`src/design/bgi_ram.sv`:
```
// ---------------------------------------------------------------------------
// Generic single-write RAM
// One write port and one read port with registered read data.
// ---------------------------------------------------------------------------
module bgi_ram #(
    parameter int WIDTH = 16,
    parameter int DEPTH = 256
) (
    input  logic                                      aclk,
    input  logic                                      wr_en,
    input  logic [((DEPTH > 1) ? $clog2(DEPTH) : 1)-1:0] wr_addr,
    input  logic [WIDTH-1:0]                          wr_data,
    input  logic                                      rd_en,
    input  logic [((DEPTH > 1) ? $clog2(DEPTH) : 1)-1:0] rd_addr,
    output logic [WIDTH-1:0]                          rd_data
);

    logic [WIDTH-1:0] mem_reg [DEPTH];
    logic [WIDTH-1:0] rd_data_reg;

    always_ff @(posedge aclk) begin
        if (wr_en) begin
            mem_reg[wr_addr] <= wr_data;
        end
        if (rd_en) begin
            rd_data_reg <= mem_reg[rd_addr];
        end
    end

    assign rd_data = rd_data_reg;

endmodule

```
`config.mk`:
```
export PLATFORM = sky130hd
export DESIGN_NAME = bgi_ram
export DESIGN_NICKNAME = d
export VERILOG_FILES = /design/src/design/bgi_ram.sv
export SDC_FILE = /design/constraint.sdc
export NUM_CORES = 2
export LEC_CHECK = 0
export BUFFER_PORTS_ARGS = -buffer_cell sky130_fd_sc_hd__buf_2
export CAP_MARGIN = 20
export CORE_UTILIZATION = 50
export CTS_CLUSTER_DIAMETER = 50
export DETAILED_ROUTE_END_ITERATION = 10
export PLACE_DENSITY = 0.65
export REMOVE_ABC_BUFFERS = 1
export SETUP_SLACK_MARGIN = 0.1
export SYNTH_ARGS = -nofsm -noshare
export SYNTH_HDL_FRONTEND = slang
export SYNTH_SLANG_ARGS = --single-unit
```
`constraint.sdc`:
```
create_clock -name aclk -period 3.55 [get_ports aclk]
set_input_delay 0.5325 -clock aclk [delete_from_list [all_inputs] [get_ports aclk]]
set_output_delay 0.5325 -clock aclk [all_outputs]
set_load 0.02 [all_outputs]
```
[After elaboration in Yosys (flattened, before gate mapping)]
Memories as Yosys holds them, arrays and structs flattened. A register that Yosys moved wholly into a read port is not among the register bits.
Cells that the tools add are included.
Word-level totals
  memories kept: 1
  input port bits: 35
  ROM bits: 0
  logic and storage cells: 3
  register bits after elaboration: 0
  latch bits: 0
  memory bits (writable): 4096
  output and inout port bits: 16
Cells by class
  div/mod/pow operators: 0
  bitwise gates (word level): 0
  add/subtract/negate cells: 0
  equality and inequality tests: 0
  multiplexer cells: 2
  reductions and logical operators: 0
  $mul: 0
  order comparisons: 0
  shifts and indexed selects: 0
Memory list
  mem_reg: depth 256, bits a word 16, rd ports 1, clocked after memory_dff 1, wr ports 1, RTL line 18  | logic [WIDTH-1:0] mem_reg [DEPTH];
Operator list (count)
  $mux 1: 2

[Depth between registers and ports, before layout]
  word-level depth: 2
  mapped depth: 12
  depth with buffers taken out: 6

[Worst setup path after synthesis]
No wires, ideal clock.
  path kind: input-to-reg
  start point: in rd_addr[0] (netlist bit)
  end point: reg rd_data_reg[4] (netlist: rd_data[4]) (read register of mem_reg) (data pin)
  slack: 769 ps
  setup time: 265 ps
  cell stages on the path: 8
  arrival time: 2516 ps
  path buffers: 3
  data required time: 3285 ps
  path through: buf_6 buf_6 buf_2 mux4_2 mux4_2 a22o_1 o32ai_2 nor4_2
RTL lines
  from (decl): RTL line 14  | input logic [((DEPTH > 1) ? $clog2(DEPTH) : 1)-1:0] rd_addr,
  to (decl): RTL line 19  | logic [WIDTH-1:0] rd_data_reg;

==> flow_summary.json <==
{
  "synth-main-ff-cell": "edfxtp_1",
  "post-synth-top-count-cell": "edfxtp_1",
  "relSlewSlack": 0.190,
  "status": "finished, final reports clean",
  "worstSetupEndpoint": "rd_data[1]$_DFFE_PP_",
  "synth-edff-count": 4112,
  "fp.dieW_microns": 566,
  "place_ws_ns": -0.528,
  "routed_wl_microns": 428000,
  "hold_class": "input pin to flop",
  "yosys.area.top_type_share": 0.777,
  "multi_input_area_sq_um": 32900,
  "grt_usage": 0.267,
  "dr.pass1.iters": 8,
  "cp-end-kind": "flop",
  "cap_violations": 0,
  "syn_avg_cell_area_sq_um": 21.6,
  "grt_pass1_vias": 80300,
  "r2r-start": "mem_reg[59][3]$_DFFE_PP_",
  "p_leak_nw": 59.3,
  "critical_path_arrival_ns": 3.96,
  "netlist_instances": 7360,
  "clk_pin_slew_ns": 0.06,
  "fp.dieH_microns": 566,
  "drt-initial-drc-count": 10800,
  "place.gp.congestion": 0.890,
  "drive_gt1_frac": 0.286,
  "yosysUniqueCellTypes": 51,
  "fin_crit_ns": 3.18,
  "nets": 8227,
  "layout_setup_ws_ns": 0.366,
  "synth_seq_cells": 4112,
  "vdd_drop_max_uv": 493,
  "async_flop_share": 0,
  "clk_latency_ns": 0.97,
  "io_pins": 51,
  "cellPowerDensity_nw_per_um2": 569,
  "cts_max_level": 5,
  "design.die.area_sq_um": 320000,
  "r2r-end": "rd_data[3]$_DFFE_PP_",
  "core_sq_um": 315000,
  "largest_reg_flops": 4096,
  "cts_tree": "done",
  "timing.final.crit_share": 0.897,
  "crit_type": "input pin to flop",
  "start_kind": "input pin",
  "grt_pass1_wl_microns": 602000,
  "setup_violations": 0,
  "finClkSkew_ns": 0.0559,
  "num_rows": 206,
  "reg2reg_depth": 6,
  "fmax_mhz": 314,
  "postLayoutCellArea_sq_um": 184000,
  "cp.required_ns": 4.33,
  "clock-root-buffer": "clkbuf_16",
  "initial_core_util": 0.504,
  "numCtsBuffers": 430,
  "regArea_sq_um": 123000,
  "grt_max_degree": 117,
  "wl_per_cell_microns": 33.6,
  "postPlaceCellArea_sq_um": 170000,
  "antenna_found_initial": 29,
  "viasPerCell": 6.40,
  "yosys_warnings": 0,
  "grt_overflow": 0,
  "hold_violations": 0,
  "cp_max_fo": 49,
  "rsz0062_at_grt": "false",
  "port_buffers": 50,
  "clock_sinks": 4112,
  "num_vias": 81400,
  "crit_start": "rd_addr[0]",
  "worst_pin_slew_ns": 1.21,
  "synth-seq-area-share": 0.777,
  "cts_buffer_depth": 4,
  "drtAntennaViolNets": 0,
  "nFillCells": 22400,
  "r2r_slack_ns": 0.75,
  "drc": 0,
  "synth_common_cells": "edfxtp_1, mux4_2, mux2i_1, nor2_1, o221ai_1",
  "hpwl_microns": 260000,
  "synth.area.top_cells": "edfxtp_1, mux4_2, mux2i_1",
  "yosysTopAreaCell": "edfxtp_1",
  "slew_violations": 0,
  "syn_area_sq_um": 159000,
  "area_growth_pct": 15.9
}
power breakdown:
| group | internal [mW] | switching [mW] | total [mW] |
|---|---|---|---|
| Clock | 26.7 | 19.0 | 45.7 |
| Sequential | 53.5 | 0.0614 | 53.6 |
| Combinational | 1.99 | 3.46 | 5.45 |
metal layers:
layer	vias up	GRT usage	part of all wire
met5	-	0	0.00014
met4	8	0.0874	0.035
met3	688	0.0570	0.10
met2	4371	0.415	0.47
met1	43300	0.380	0.39
li1	33100	-	-
cell usage in the layout, fill, tap and decap left out, types with 28 or more instances in the layout:
cell type,instances
buf_2,29
nor2_1,267
clkbuf_16,432
buf_4,683
nand2_1,38
clkinv_2,60
bufinv_16,57
nor2_2,36
o221ai_1,252
mux4_2,797
clkbuf_1,77
a22oi_1,43
buf_12,120
o22ai_1,148
clkinv_1,69
a22o_1,32
mux2i_1,565
a21oi_1,175
clkinvlp_4,35
a221oi_1,28
nor3_1,90
o21ai_0,37
edfxtp_1,4112
mux2_2,88
cell type report:
type / count / area share
multi-input combinational: 2792 / 0.179
sequential: 4112 / 0.671
clock buffer: 509 / 0.0603
timing repair buffer: 852 / 0.0433
tap: 4160 / 0.0283
antenna: 10 / 0.000136
inverter: 4 / 0.000150
clock inverter: 281 / 0.0183
critical path: stages:
cell and delay, ns:
buf_12 0.13, buf_12 0.21, buf_12 0.22, buf_12 0.22
buf_12 0.34, mux2i_1 0.14, o22ai_1 0.33, o32ai_1 0.14
a22oi_1 0.56, buf_4 0.25, nand4_1 0.43, nor4_1 0.32
cell families (layout without fill, tap and decap cells):
group / after synthesis / in the layout / synth area share
DFF: 4112 / 4112 / 0.777
muxes: 1450 / 1450 / 0.155
AOI/OAI and AO/OA: 786 / 786 / 0.0353
and+or+nand+nor: 556 / 556 / 0.0157
buffers and inverters: 456 / 1646 / 0.0169
other: 0 / 10 / 0
what timing repair did:
action,4_1_cts,5_1_grt
buffers inserted,0,0
hold endpoints to repair,30,0
hold buffers,1,0
resized for setup,0,0
through the flow:
step	total power, mW	std cells	hold slack (ns)	TNS [ns]	utilization
global route	107	12700	0.0255	0	0.583
floorplan	56.6	6908	0.631	-55.88	-
CTS	105	12700	0.00699	0	0.583
detailed placement	60.0	11900	1.01	-2.86	0.537
finish	105	12700	0.0191	0	0.583
global placement	59.9	11900	0.999	-2.48	0.537
worst min-delay path by stage:
stage,from,cells past startpoint,endpoint
after global placement,wr_data[5],1,mem_reg[99][5]$_DFFE_PP_
final,wr_data[15],1,mem_reg[136][15]$_DFFE_PP_
after detailed placement,wr_data[5],1,mem_reg[97][5]$_DFFE_PP_
after CTS,wr_data[7],1,mem_reg[128][7]$_DFFE_PP_
after floorplan,wr_data[0],0,mem_reg[0][0]$_DFFE_PP_
after global routing,wr_data[15],1,mem_reg[136][15]$_DFFE_PP_
Note: power is estimated with default switching activity, not from simulation.
