<file path="config.mk">
export PLATFORM = sky130hd
export DESIGN_NAME = bgi_blend
export DESIGN_NICKNAME = d
export VERILOG_FILES = /design/src/design/bgi_pkg.sv /design/src/design/bgi_blend.sv
export SDC_FILE = /design/constraint.sdc
export NUM_CORES = 2
export LEC_CHECK = 0
export ABC_CLOCK_PERIOD_IN_PS = 22500
export BUFFER_PORTS_ARGS = -buffer_cell sky130_fd_sc_hd__buf_2
export CAP_MARGIN = 20
export CORE_ASPECT_RATIO = 1.75
export CORE_MARGIN = 1.5
export CORE_UTILIZATION = 50
export DETAILED_ROUTE_END_ITERATION = 16
export PLACE_DENSITY = 0.74
export SLEW_MARGIN = 10
export SYNTH_ARGS = -nofsm -noshare
export SYNTH_HDL_FRONTEND = slang
export SYNTH_SLANG_ARGS = --single-unit
</file>
<file path="constraint.sdc">
create_clock -name aclk -period 22.5 [get_ports aclk]
set_input_delay 4.5 -clock aclk [delete_from_list [all_inputs] [get_ports aclk]]
set_output_delay 4.5 -clock aclk [all_outputs]
set_load 0.01 [all_outputs]
</file>
<file path="src/design/bgi_pkg.sv">
// ---------------------------------------------------------------------------
// Bilinear grid interpolator package
// Shared constants, register codes and pipeline types.
// ---------------------------------------------------------------------------
package bgi_pkg;

    localparam int MAX_COLS_DEF      = 16;
    localparam int MAX_ROWS_DEF      = 16;
    localparam int FRACTION_BITS_DEF = 10;

    localparam int CNT_W      = 5;
    localparam int STEP_W     = 15;
    localparam int POS_W      = 16;
    localparam int COORD_W    = 32;
    localparam int SAMPLE_W   = 16;
    localparam int ADDR_IN_W  = 8;
    localparam int OFF_W      = 16;
    localparam int SPAN_W     = 20;
    localparam int CFG_IDX_W  = 3;
    localparam int CFG_DATA_W = 16;
    localparam int S_DATA_W   = 88;
    localparam int M_DATA_W   = 16;

    typedef enum logic [CFG_IDX_W-1:0] {
        REG_GRID_COLS     = 3'd0,
        REG_GRID_ROWS     = 3'd1,
        REG_COL_STEP      = 3'd2,
        REG_ROW_STEP      = 3'd3,
        REG_FIRST_COL_POS = 3'd4,
        REG_FIRST_ROW_POS = 3'd5
    } cfg_reg_t;

    localparam logic MODE_WRITE  = 1'b0;
    localparam logic MODE_LOOKUP = 1'b1;

    // Item information that rides along the divider pipeline.
    typedef struct packed {
        logic                        lookup;
        logic [ADDR_IN_W-1:0]        addr;
        logic signed [SAMPLE_W-1:0]  value;
        logic                        sat_x;
        logic                        sat_y;
    } bgi_side_t;

endpackage

</file>
<file path="src/design/bgi_blend.sv">
// ---------------------------------------------------------------------------
// Bilinear blend pipeline
// Corner weights, weighted samples and the final sum with scaling.
// ---------------------------------------------------------------------------
module bgi_blend #(
    parameter int FRACTION_BITS = 10
) (
    input  logic                                   aclk,
    input  logic                                   aresetn,
    input  logic                                   en,
    input  logic                                   in_vld,
    input  logic [FRACTION_BITS-1:0]               frac_x,
    input  logic [FRACTION_BITS-1:0]               frac_y,
    input  logic                                   zero_step,
    input  logic [3:0][bgi_pkg::SAMPLE_W-1:0]      smp,
    output logic                                   out_vld,
    output logic [bgi_pkg::SAMPLE_W-1:0]           z
);

    import bgi_pkg::*;

    localparam int FB    = FRACTION_BITS;
    localparam int W_W   = FB + 1;
    localparam int MUL_W = 2 * FB + 2;
    localparam int PW    = FB + 2 + SAMPLE_W;
    localparam int ACC_W = PW + 2;

    logic [W_W-1:0]               one_m_fx;
    logic [W_W-1:0]               one_m_fy;
    logic [W_W-1:0]               fx_w;
    logic [W_W-1:0]               fy_w;
    logic [3:0][MUL_W-1:0]        wmul;

    logic                         vld1_reg;
    logic [3:0][W_W-1:0]          w_reg;
    logic [3:0][SAMPLE_W-1:0]     smp_reg;

    logic                         vld2_reg;
    logic signed [PW-1:0]         prod_reg [4];

    logic                         vld3_reg;
    logic [SAMPLE_W-1:0]          z_reg;

    logic signed [ACC_W-1:0]      acc;
    logic signed [ACC_W-1:0]      acc_adj;
    logic signed [ACC_W-1:0]      acc_shr;

    assign fx_w     = W_W'(frac_x);
    assign fy_w     = W_W'(frac_y);
    assign one_m_fx = (W_W'(1) << FB) - fx_w;
    assign one_m_fy = (W_W'(1) << FB) - fy_w;

    assign wmul[0] = MUL_W'(one_m_fx) * MUL_W'(one_m_fy);
    assign wmul[1] = MUL_W'(fx_w) * MUL_W'(one_m_fy);
    assign wmul[2] = MUL_W'(one_m_fx) * MUL_W'(fy_w);
    assign wmul[3] = MUL_W'(fx_w) * MUL_W'(fy_w);

    // Weights are non-negative, so dividing by the scale is a plain shift.
    always_ff @(posedge aclk) begin
        if (en) begin
            for (int i = 0; i < 4; i++) begin
                w_reg[i]   <= wmul[i][2*FB:FB];
                smp_reg[i] <= smp[i];
            end
        end
    end

    always_ff @(posedge aclk) begin
        if (en) begin
            for (int i = 0; i < 4; i++) begin
                prod_reg[i] <= PW'(signed'({1'b0, w_reg[i]}))
                             * PW'(signed'(smp_reg[i]));
            end
        end
    end

    assign acc = ACC_W'(prod_reg[0]) + ACC_W'(prod_reg[1])
               + ACC_W'(prod_reg[2]) + ACC_W'(prod_reg[3]);

    // Bias negative sums so the arithmetic shift truncates toward zero.
    assign acc_adj = acc[ACC_W-1] ? (acc + ACC_W'((1 << FB) - 1)) : acc;
    assign acc_shr = acc_adj >>> FB;

    always_ff @(posedge aclk) begin
        if (en) begin
            z_reg <= zero_step ? '0 : acc_shr[SAMPLE_W-1:0];
        end
    end

    always_ff @(posedge aclk) begin
        if (!aresetn) begin
            vld1_reg <= 1'b0;
            vld2_reg <= 1'b0;
            vld3_reg <= 1'b0;
        end else if (en) begin
            vld1_reg <= in_vld;
            vld2_reg <= vld1_reg;
            vld3_reg <= vld2_reg;
        end
    end

    assign out_vld = vld3_reg;
    assign z       = z_reg;

endmodule

</file>
* Word-level counts from Yosys, hierarchy flattened *
Memory sizes are Yosys's and may differ from the RTL's.
Cells that the tools add are included.

storage, ports and cells
  register bits = 127
  latch bits = 0
  bits in writable memories = 112
  bits in read-only memories = 0
  input port bits = 89
  output and inout bits = 17
  word-level logic and storage cells = 30
  memories kept = 1

operators by class
  add/sub/neg operators = 6
  multiply operators = 8
  divide/modulo/power cells = 0
  $lt $le $gt $ge = 0
  equal/unequal tests = 0
  shifts and indexed selects = 0
  multiplexer cells = 3
  bitwise operators = 0
  reduce and logical (&&, ||, !) cells = 0

memory list
  name      depth  width  rd ports  clocked after Yosys merged registers in  write ports  RTL line         RTL
  prod_reg  4      28     4         0                                        4            bgi_blend.sv:39  logic signed [PW-1:0] prod_reg [4];

operator list
  kind                    count
  $mul 12x16->28          4
  $add 29x28->30          1
  $add 30x28->30          1
  $add 28x28->29          1
  $add 26x11->26 const B  1
  $mux 26                 1
  $sub 11x10->11 const A  2
  $mul 10x11->21          1
  $mul 11x10->21          1
  $mul 11x11->21          1
  $mul 10x10->20          1
  $mux 1                  2

* Depth between registers and ports, before layout *
An unclocked memory read counts as a cell.

  depth in word-level cells = 6
  gate-level depth with buffers = 30
  gate-level depth less buffers = 27

* Worst setup path after synthesis *
Ideal clock, no wire load.

  path kind = input to register
  from = input frac_x[0]
  to = register w_reg[32] (netlist name), data pin
  arrival = 11,013 ps
  data required time = 22,241 ps
  setup slack = 11,228 ps
  stages = 28
  buffers on the path = 2
  cells stage by stage = inv_1 -> ha_1 -> nand2_1 -> or3_1 -> clkbuf_1 -> xor2_1 -> clkbuf_1 -> nand2_1 -> fa_1 -> inv_1 -> fa_1 -> inv_1 -> fa_1 -> inv_1 -> fa_1 -> inv_1 -> fa_1 -> inv_1 -> ha_1 -> a211o_1 -> a2111oi_2 -> o31ai_1 -> a2111oi_0 -> nor4_1 -> a2111oi_2 -> o21bai_1 -> a21oi_1 -> xnor2_1

RTL lines
  item                           RTL line         RTL
  start, declared                bgi_blend.sv:12  input logic [FRACTION_BITS-1:0] frac_x,
  end signal, assigned by index  bgi_blend.sv:62  w_reg[i] <= wmul[i][2*FB:FB];
  end, declared                  bgi_blend.sv:35  logic [3:0][W_W-1:0] w_reg;

==> impl_metrics.json <==
{
  "synth_area_per_cell_um2": 9.661,
  "cts_buffers": 26,
  "start_util": 0.5052,
  "ys.flop_type": "edfxtp_1",
  "syn2layout_area_growth_pct": 5.011,
  "root_buffer": "clkbuf_16",
  "track_usage": 0.2469,
  "layout-drive-gt1-share": 0.03861,
  "max_freq_mhz": 88.58,
  "dieWidth_um": 239.6,
  "synth_top_family_by_area": "adder cells",
  "relSlewSlack": 0.3155,
  "wl_per_cell_um": 18.30,
  "grt_remaining_overflow": 0,
  "post-cts-setup-buffers": 0,
  "end_kind": "flop",
  "reg2reg_slack_ns": 15.41,
  "routabilityCongestion": 0.9206,
  "synthAdderAreaFrac": 0.5186,
  "yosysSeqAreaShare": 0.1453,
  "largest_reg_flops": 112,
  "min_path_type": "flop to flop",
  "antenna_found_initial": 3,
  "critPathArrivalTime_ns": 11.66,
  "drt_iter0_drc": 1689,
  "fp.coreArea_mm2": 0.09692,
  "dr_total_vias": 33770,
  "ios": 106,
  "synth_warnings": 0,
  "ant_nets": 0,
  "h-tree-depth": 1,
  "grt_first_pass_wirelength_um": 191200,
  "cts_sinks": 238,
  "grt_max_degree": 91,
  "synth-edff-count": 235,
  "critPathLaunch": "frac_x[3]",
  "setup_viol": 0,
  "finalNetCount": 6572,
  "finalCritPeriodShare": 0.5018,
  "maxSlewViolCount": 0,
  "timing.critical_path.from_type": "primary input",
  "worst-setup-path-type": "primary input to flop",
  "period_needed_ns": 11.29,
  "yosysUniqueCellTypes": 73,
  "port_buffers": 105,
  "crit_path_max_incr_delay_ns": 0.56,
  "fillerInstances": 8640,
  "path_clk_slew_ns": 0.07,
  "remaining_drc_errors": 0,
  "ff2ff_path_depth": 19,
  "cts_tree": "yes",
  "r2r_end": "prod_reg[0][26]",
  "clk_latency_ns": 0.63,
  "syn_nets": 6610,
  "hold_depth": 2,
  "async_flop_share": 0,
  "firstDrtPassIters": 5,
  "routed_wl_um": 116200,
  "viasPerCell": 5.316,
  "cts-resized-gates": 0,
  "synthXorXnorAreaFrac": 0.03291,
  "endpoint": "w_reg[32]",
  "cpMaxStageDelayCell": "fa_1",
  "rsz0062_at_grt": "no",
  "synth_compound_area_frac": 0.04847,
  "hpwl_um": 97510,
  "synthCells": 5068,
  "num_rows": 151,
  "status": "finished, final reports clean",
  "skew_ns": 0.03652,
  "r2r-start": "w_reg[3]",
  "synthSimpleGateAreaFrac": 0.1507,
  "setup_tns_ns": 0,
  "muxShareOfSynthArea": 0.0008177,
  "synth-seq-cells": 238,
  "grt_pass1_vias": 37630,
  "holdBufCountCts": 0,
  "dieArea_mm2": 0.09989,
  "required_ns": 22.88,
  "cts_max_path_buffers": 3,
  "chipHeight_um": 417.0,
  "cp_max_fo": 22,
  "cap_violations": 0,
  "synth.cell_area_mm2": 0.04896,
  "worstMarginPinSlew_ns": 1.027,
  "report.final.hold_viol_count": 0
}
placed cells by master, fill, tap and decap left out, drive strengths merged, types with 64 or more instances in the layout:
cell type     n
inv        1155
fa          961
nand2       629
and2        495
ha          492
edfxtp      235
xnor2       146
nor2        134
buf         124
a21oi        94
o21ai        64
worst max-delay path: cells and delay by family:
family / cells / cell delay (ns)
adder cells (fa/ha/maj): 6 / 2.79
buffers and inverters: 7 / 0.77
AND/OR/NAND/NOR: 6 / 1.16
XOR/XNOR: 2 / 0.23
AO/OA/AOI/OAI: 7 / 2.21
cell families after synthesis:
| family | after synthesis |
|---|---|
| AND/OR/NAND/NOR | 1495 |
| adder cells (fa/ha/maj) | 1453 |
| buffers and inverters | 1345 |
| AO/OA/AOI/OAI | 349 |
| flip-flops | 238 |
| XOR/XNOR | 184 |
| multiplexers | 4 |
layout make-up:
type,instances,area (um^2),area share
diodes,1,2.502,0.00004867
clock buffers,31,679.4,0.01321
clock inverters,17,170.2,0.003309
inverters,1155,4335,0.08432
multi-input cells,3485,36810,0.7159
flip-flops and latches,238,7117,0.1384
well taps,1300,1627,0.03163
repair buffers,124,678.2,0.01319
per-layer routing:
| metal | vias up | part of all wire | global-route usage |
|---|---|---|---|
| met5 | - | 0 | 0 |
| met4 | 0 | 0.079 | 0.1685 |
| met3 | 365 | 0.037 | 0.02248 |
| met2 | 824 | 0.54 | 0.4643 |
| met1 | 17250 | 0.34 | 0.2556 |
| li1 | 15330 | - | - |
synthesized netlist by cell type (all sizes together) (9+ instances only):
library cell	count	area, um^2
a21oi	94	470.5
nor2b	25	163.9
a31oi	14	87.58
xnor2	146	1279
a2111oi	11	127.6
fa	961	19240
or3	25	156.4
nand4	9	56.30
clkbuf	178	668.1
o21a	33	249.0
inv	1155	4335
nor2	134	503.0
and3	30	187.7
edfxtp	235	7057
or2	9	56.30
a211oi	24	180.2
xor2	38	332.8
a21o	27	204.0
ha	492	6156
nor3	61	320.3
and2	495	3097
nand2b	16	100.1
nand3	39	195.2
o211ai	10	75.07
o21ai	64	324.1
nand2	629	2361
buf	12	46.29
worst min-delay path by stage:
stage,to,startpoint
floorplan,vld1_reg,vld1_reg
global placement,out_vld,out_vld
detailed placement,out_vld,out_vld
CTS,out_vld,out_vld
global route,out_vld,out_vld
finish,out_vld,out_vld
per-stage QoR:
step | std cells | area (um^2) | util | hold slack [ns] | setup WS [ns]
global route | 6350 | 51420 | 0.5305 | 0.5563 | 10.72
detailed placement | 6302 | 50570 | 0.5217 | 0.5057 | 10.59
finish | 6351 | 51420 | 0.5305 | 0.5126 | 11.21
CTS | 6350 | 51420 | 0.5305 | 0.5220 | 11.23
floorplan | 5068 | 48960 | - | 0.4824 | 11.23
global placement | 6302 | 50570 | 0.5217 | 0.4943 | 10.61
Power is not shown: default switching activity piles up to over one toggle a cycle in this logic, so the estimate is an artifact.
