<file path="config.mk">
export PLATFORM = sky130hd
export DESIGN_NAME = bgi_div2
export DESIGN_NICKNAME = d
export VERILOG_FILES = /design/src/design/bgi_div2.sv
export SDC_FILE = /design/constraint.sdc
export NUM_CORES = 2
export LEC_CHECK = 0
export BUFFER_PORTS_ARGS = -buffer_cell sky130_fd_sc_hd__buf_4
export CORE_AREA = 2 2 506 508
export DETAILED_ROUTE_END_ITERATION = 16
export DIE_AREA = 0 0 508 510
export PLACE_DENSITY = 0.65
export SYNTH_ARGS = -nofsm -noshare
export SYNTH_HDL_FRONTEND = slang
export SYNTH_MEMORY_MAX_BITS = 65536
export SYNTH_SLANG_ARGS = --single-unit
</file>
<file path="constraint.sdc">
create_clock -name aclk -period 4 [get_ports aclk]
set_clock_uncertainty 0.2 [all_clocks]
set_input_delay 0.2 -clock aclk [delete_from_list [all_inputs] [get_ports aclk]]
set_output_delay 0.2 -clock aclk [all_outputs]
set_load 0.01 [all_outputs]
</file>
<file path="src/design/bgi_div2.sv">
// ---------------------------------------------------------------------------
// Two-lane pipelined divider
// Restoring division, one quotient bit per stage, for the x and y lanes.
// ---------------------------------------------------------------------------
module bgi_div2 #(
    parameter int NUM_W  = 26,
    parameter int DEN_W  = 15,
    parameter int SIDE_W = 27
) (
    input  logic                       aclk,
    input  logic                       aresetn,
    input  logic                       en,
    input  logic                       in_vld,
    input  logic [1:0][NUM_W-1:0]      num,
    input  logic [1:0][DEN_W-1:0]      den,
    input  logic [SIDE_W-1:0]          side_in,
    output logic                       out_vld,
    output logic [1:0][NUM_W-1:0]      quo,
    output logic [SIDE_W-1:0]          side_out
);

    logic                         vld_reg  [NUM_W];
    logic [SIDE_W-1:0]            side_reg [NUM_W];
    logic [1:0][DEN_W-1:0]        rem_reg  [NUM_W];
    logic [1:0][NUM_W-1:0]        n_reg    [NUM_W];
    logic [1:0][NUM_W-1:0]        q_reg    [NUM_W];

    for (genvar k = 0; k < NUM_W; k++) begin : g_stage
        logic                  vld_in;
        logic [SIDE_W-1:0]     side_stage;

        if (k == 0) begin : g_first
            assign vld_in     = in_vld;
            assign side_stage = side_in;
        end else begin : g_next
            assign vld_in     = vld_reg[k-1];
            assign side_stage = side_reg[k-1];
        end

        always_ff @(posedge aclk) begin
            if (!aresetn) begin
                vld_reg[k] <= 1'b0;
            end else if (en) begin
                vld_reg[k] <= vld_in;
            end
        end

        always_ff @(posedge aclk) begin
            if (en) begin
                side_reg[k] <= side_stage;
            end
        end

        for (genvar l = 0; l < 2; l++) begin : g_lane
            logic [DEN_W-1:0] rem_in;
            logic [NUM_W-1:0] n_in;
            logic [NUM_W-1:0] q_in;
            logic [DEN_W:0]   trial;
            logic [DEN_W:0]   diff;
            logic             take;

            if (k == 0) begin : g_first
                assign rem_in = '0;
                assign n_in   = num[l];
                assign q_in   = '0;
            end else begin : g_next
                assign rem_in = rem_reg[k-1][l];
                assign n_in   = n_reg[k-1][l];
                assign q_in   = q_reg[k-1][l];
            end

            assign trial = {rem_in, n_in[NUM_W-1]};
            assign diff  = trial - {1'b0, den[l]};
            assign take  = (trial >= {1'b0, den[l]});

            always_ff @(posedge aclk) begin
                if (en) begin
                    rem_reg[k][l] <= take ? diff[DEN_W-1:0] : trial[DEN_W-1:0];
                    n_reg[k][l]   <= {n_in[NUM_W-2:0], 1'b0};
                    q_reg[k][l]   <= {q_in[NUM_W-2:0], take};
                end
            end
        end
    end

    assign out_vld  = vld_reg[NUM_W-1];
    assign quo      = q_reg[NUM_W-1];
    assign side_out = side_reg[NUM_W-1];

endmodule

</file>
# Yosys cells after proc, flatten, opt, wreduce, memory -nomap -nowiden
# Memories as Yosys holds them, arrays and structs flattened.
# Index checks and enable logic that the tools add are counted.
# W data, S select, Z words.
# totals
register_bits	0
latch_bits	0
ramBits	4160
romBits	0
input_bits	113
elab_cells	218
n_memories	5
# mem_list
name	words	width	rd	rd_clocked_by_memory_dff	wr	line_no	text
q_reg	26	52	26	0	26	26	logic [1:0][NUM_W-1:0] q_reg [NUM_W];
n_reg	26	50	25	0	26	25	logic [1:0][NUM_W-1:0] n_reg [NUM_W];
rem_reg	26	30	25	0	26	24	logic [1:0][DEN_W-1:0] rem_reg [NUM_W];
side_reg	26	27	26	0	26	23	logic [SIDE_W-1:0] side_reg [NUM_W];
vld_reg	26	1	26	0	26	22	logic vld_reg [NUM_W];
# classes
n_addsub	52
mul	0
div	0
n_lt_le_gt_ge	52
n_eq_ne	0
shifts	0
mux	83
bitwise_logic	26
reduce_logical	0
# op_table
operator	n
$ge A16 B15 Y1	50
$mux W15	52
$sub A15 B15 Y15	50
$mux W1	31
$ge A1 B15 Y1	2
$sub A1 B15 Y15	2
$or A1 B1 Y1	26

# Longest topological paths before layout
# logic_depth
ltp_word	4
ltp_mapped	13
depth_no_buf	11

# Worst setup path after synthesis
# Ideal clock, no wire load.
# synth_path
path_type	input -> register
from	input port den[2] (netlist bit)
to	memory rem_reg[2][67] (netlist bit), data pin
arrival_time_ns	3.217
slack_ns	0.323
path_stages	12
path_buffers	2
path_cell_list	inv_1 ha_1 nor2b_4 o31a_1 o41a_1 nand4_1 a21oi_1 or3_1 a311o_1 buf_6 buf_6 mux2_4
# synth_lines
element	line_no	text
start, declared	15	input logic [1:0][DEN_W-1:0] den,
end, declared	24	

==> flow_summary.yaml <==
status:
  run_status: "finished clean"
routing:
  remaining_drc_errors: 0
  drt-wirelength-per-cell_um: 19.1
  num_vias: 72796
  finalWirelength_um: 250000
  viasPerCell: 5.56
  wl_met1_um: 112000
  initialDrtViolationCount: 5471
  met3RoutedLength_um: 10000
  drtAntennaViolNets: 0
  highest_layer: "met4"
  route.met2.wl_um: 120000
  first_pass_iters: 6
floorplan:
  fp.dieW_um: 508
  dieArea_mm2: 0.259
  initial_core_utilization_pct: 49.9
  core-area_mm2: 0.253
  fp-row-count: 185
  design.portCount: 193
  overall_die_height_um: 510
min_path:
  hold_startpoint: "den[17]"
  holdPathEnd: "rem_reg[1][17]$_DFFE_PP_"
  hold_path_depth: 6
  worstHoldPathType: "primary input to flop"
sta:
  shortest_clock_period_the_worst_path_allows_after_layout_ps: 3560
  hold-worst-slack_ps: 84.4
  drv_slew: 0
  final_hold_viol_count: 0
  setup_repair_after_global_routing_missed_its_margin: "no"
  report.final.setup_viol: 0
  worst-slew-pin-transition_ps: 1130
  maxClockFrequency_ghz: 0.281
  finalCritPeriodShare_pct: 89.0
  tns_ps: 0
  maxSlewHeadroom_pct: 24.6
logic_synthesis:
  sequential_cell_area_fraction_in_the_yosys_report_pct: 67.2
  mappedNetlistArea_mm2: 0.126
  ys_types: 89
  mappedNetlistNets: 9567
  synth_warnings: 0
  ys_top_cells_by_count: "2829 x sky130_fd_sc_hd__edfxtp_1, 754 x sky130_fd_sc_hd__ha_1, 533 x sky130_fd_sc_hd__nand2_1"
  dominantRegCellSynth: "sky130_fd_sc_hd__edfxtp_1"
  ys_top_cells_by_area: "sky130_fd_sc_hd__edfxtp_1 67%, sky130_fd_sc_hd__ha_1 7.5%, sky130_fd_sc_hd__xnor2_1 2.2%"
  post-synth-top-count-cell: "sky130_fd_sc_hd__edfxtp_1"
  postSynth.asyncResetShare_pct: 0
  synth_enable_flop_cells: 2829
  synth_top_area_cell: "sky130_fd_sc_hd__edfxtp_1"
  syn_area_per_cell_um2: 14.6
  syn_inst: 8652
  synth_largest_type_area_fraction_pct: 67.2
  yosys_register_bits: 2830
worst_setup_path:
  worstPathBufferInverterCount: 2
  slowest_delay_ps: 420
  required_time_at_the_worst_slack_endpoint_ps: 4460
  timing.critical_path.arrival_ps: 4020
  path_max_fanout: 14
  crit_path_start_kind: "flop"
  worst_path_dominant_cell_family: "compound AO/OA/AOI/OAI gates"
  worstPathCellList: "inv_1 -> ha_1 -> fa_1 -> nor2b_4 -> o31a_1 -> o41a_1 -> nand4_1 -> a21oi_1 -> or3_1 -> a311o_1 -> buf_12 -> mux2_1"
  worstRegToRegCells: 12
  r2r_setup_slack_ps: 440
  worst_r2r_startpoint: "n_reg[4][74]$_DFFE_PP_"
  path_class: "flop to flop"
  slowest_stage: "sky130_fd_sc_hd__o41a_1"
  worstReg2RegEnd: "rem_reg[2][64]$_DFFE_PP_"
  worst_setup_path_end_kind: "flop"
clock_tree:
  numCtsBuffers: 319
  numClockSinks: 2830
  worst_setup_hold_path_clk_slew_ps: 60
  h_tree_levels: 5
  cts.path.max_buffers: 4
  clock_latency_ps: 930
  cts-root-buf: "sky130_fd_sc_hd__clkbuf_16"
  cts_repair_resize_count: 0
  ctsHoldBuffers: 190
  cts_tree: "yes"
  post-cts-setup-buffers: 0
layout:
  synthToLayoutAreaGrowth_pct: 15.7
  largest_reg_flops: 750
  layout-drive-gt1-share_pct: 11.6
  final_net_count: 10413
grt:
  wire_length_of_the_first_global_routing_pass_um: 392000
  antenna_found_initial: 2
  overflow: 0
  grt_max_degree: 161
  grt_pass1_vias: 72273
  grt_util_all_layers_pct: 19.0
flow_run:
  max_cap_viol_count: 0
power:
  worst_vdd_ir_uv: 481
  total_leakage_power_uw: 0.0547
  power_density_mw_per_mm2: 752
  power.total_uw: 110000
placed_design:
  buffer_ports.inserted: 192
  dp.final_hpwl_um: 164000
  gp_routability_congestion: 0.892
routing by layer:
layer	vias to the layer above	track usage, %
met1	35461	25.8
met4	0	6.79
met5	-	0
met2	1602	31.6
met3	547	2.57
li1	35186	-
report_power, final:
part           switching [uW]  internal (uW)  total, uW
clock                   11200          16500      27700
combinational           20800          17700      38400
sequential               3040          40800      43900
total                   35000          75000     110000
how the worst max path moves through the flow:
| stage | startpoint | end | slack, ps | cells past startpoint |
|---|---|---|---|---|
| after floorplan | den[2] | rem_reg[2][67]$_DFFE_PP_ | 320 | 12 |
| final | n_reg[4][74]$_DFFE_PP_ | rem_reg[2][64]$_DFFE_PP_ | 440 | 12 |
| after detailed placement | den[13] | rem_reg[2][34]$_DFFE_PP_ | 280 | 12 |
| after CTS | n_reg[5][124]$_DFFE_PP_ | rem_reg[2][214]$_DFFE_PP_ | 420 | 12 |
| after global placement | den[13] | rem_reg[2][34]$_DFFE_PP_ | 300 | 12 |
| after global routing | n_reg[5][124]$_DFFE_PP_ | rem_reg[2][214]$_DFFE_PP_ | 200 | 12 |
worst min-delay path, cell delays in order:
cell and delay [ps]:
sky130_fd_sc_hd__buf_4 110, sky130_fd_sc_hd__inv_1 80, sky130_fd_sc_hd__buf_12 250, sky130_fd_sc_hd__ha_1 270, sky130_fd_sc_hd__xor2_1 90, sky130_fd_sc_hd__o21ai_1 100
layout by cell type (no fill, tap or decap), types with 21 or more instances in the layout:
| cell type | n |
|---|---|
| sky130_fd_sc_hd__a211oi_1 | 56 |
| sky130_fd_sc_hd__ha_1 | 754 |
| sky130_fd_sc_hd__nor2_1 | 394 |
| sky130_fd_sc_hd__xor2_1 | 182 |
| sky130_fd_sc_hd__nand2_1 | 533 |
| sky130_fd_sc_hd__or3_1 | 46 |
| sky130_fd_sc_hd__clkinv_2 | 45 |
| sky130_fd_sc_hd__buf_4 | 394 |
| sky130_fd_sc_hd__a21o_1 | 224 |
| sky130_fd_sc_hd__nand4_1 | 103 |
| sky130_fd_sc_hd__nand2b_1 | 115 |
| sky130_fd_sc_hd__clkinv_1 | 61 |
| sky130_fd_sc_hd__o21ai_1 | 170 |
| sky130_fd_sc_hd__o21ai_0 | 452 |
| sky130_fd_sc_hd__xnor2_1 | 321 |
| sky130_fd_sc_hd__mux2i_1 | 53 |
| sky130_fd_sc_hd__dlygate4sd3_1 | 190 |
| sky130_fd_sc_hd__bufinv_16 | 28 |
| sky130_fd_sc_hd__a31oi_1 | 112 |
| sky130_fd_sc_hd__a41oi_1 | 22 |
| sky130_fd_sc_hd__o211ai_1 | 40 |
| sky130_fd_sc_hd__o21a_1 | 116 |
| sky130_fd_sc_hd__mux2_1 | 165 |
| sky130_fd_sc_hd__a21oi_1 | 492 |
| sky130_fd_sc_hd__nor4_1 | 53 |
| sky130_fd_sc_hd__nor2b_1 | 134 |
| sky130_fd_sc_hd__fa_1 | 48 |
| sky130_fd_sc_hd__nor3_1 | 129 |
| sky130_fd_sc_hd__inv_1 | 256 |
| sky130_fd_sc_hd__mux2_2 | 153 |
| sky130_fd_sc_hd__edfxtp_1 | 2829 |
| sky130_fd_sc_hd__buf_12 | 61 |
| sky130_fd_sc_hd__o21bai_1 | 52 |
| sky130_fd_sc_hd__o31a_1 | 21 |
| sky130_fd_sc_hd__clkbuf_1 | 54 |
| sky130_fd_sc_hd__o31ai_1 | 52 |
| sky130_fd_sc_hd__and3_1 | 43 |
| sky130_fd_sc_hd__nand3_1 | 82 |
| sky130_fd_sc_hd__clkbuf_16 | 321 |
cells by family (layout without fill, tap and decap cells):
logic type	after synthesis	count (layout)	synth area share [%]
AO/OA/AOI/OAI	2001	2001	9.81
XOR/XNOR	503	503	3.49
adder cells (fa/ha/maj)	802	802	8.23
buffers and inverters	396	1468	1.20
flip-flops	2830	2830	67.2
multiplexers	378	378	3.34
other	0	1	0
AND/OR/NAND/NOR	1742	1742	6.71
layout make-up:
cell class | instances | area, um2
clock inverters | 172 | 1660
clock buffers | 375 | 8240
multi-input cells | 5426 | 40000
well taps | 3366 | 4210
diodes | 1 | 2.50
repair buffers | 646 | 6110
inverters | 275 | 1030
fillers | 19632 | 107000
flip-flops and latches | 2830 | 85000
through the flow:
stage / instance area, um2 / worst slack, ps / utilization [%] / instances
floorplan: 126000 / 323 / - / 8652
detailed placement: 134000 / 276 / 53.0 / 12353
CTS: 146000 / 418 / 57.7 / 13090
global placement: 134000 / 301 / 53.0 / 12353
finish: 146000 / 438 / 57.7 / 13091
global route: 146000 / 200 / 57.7 / 13091
(Power assumes the default switching activity.)
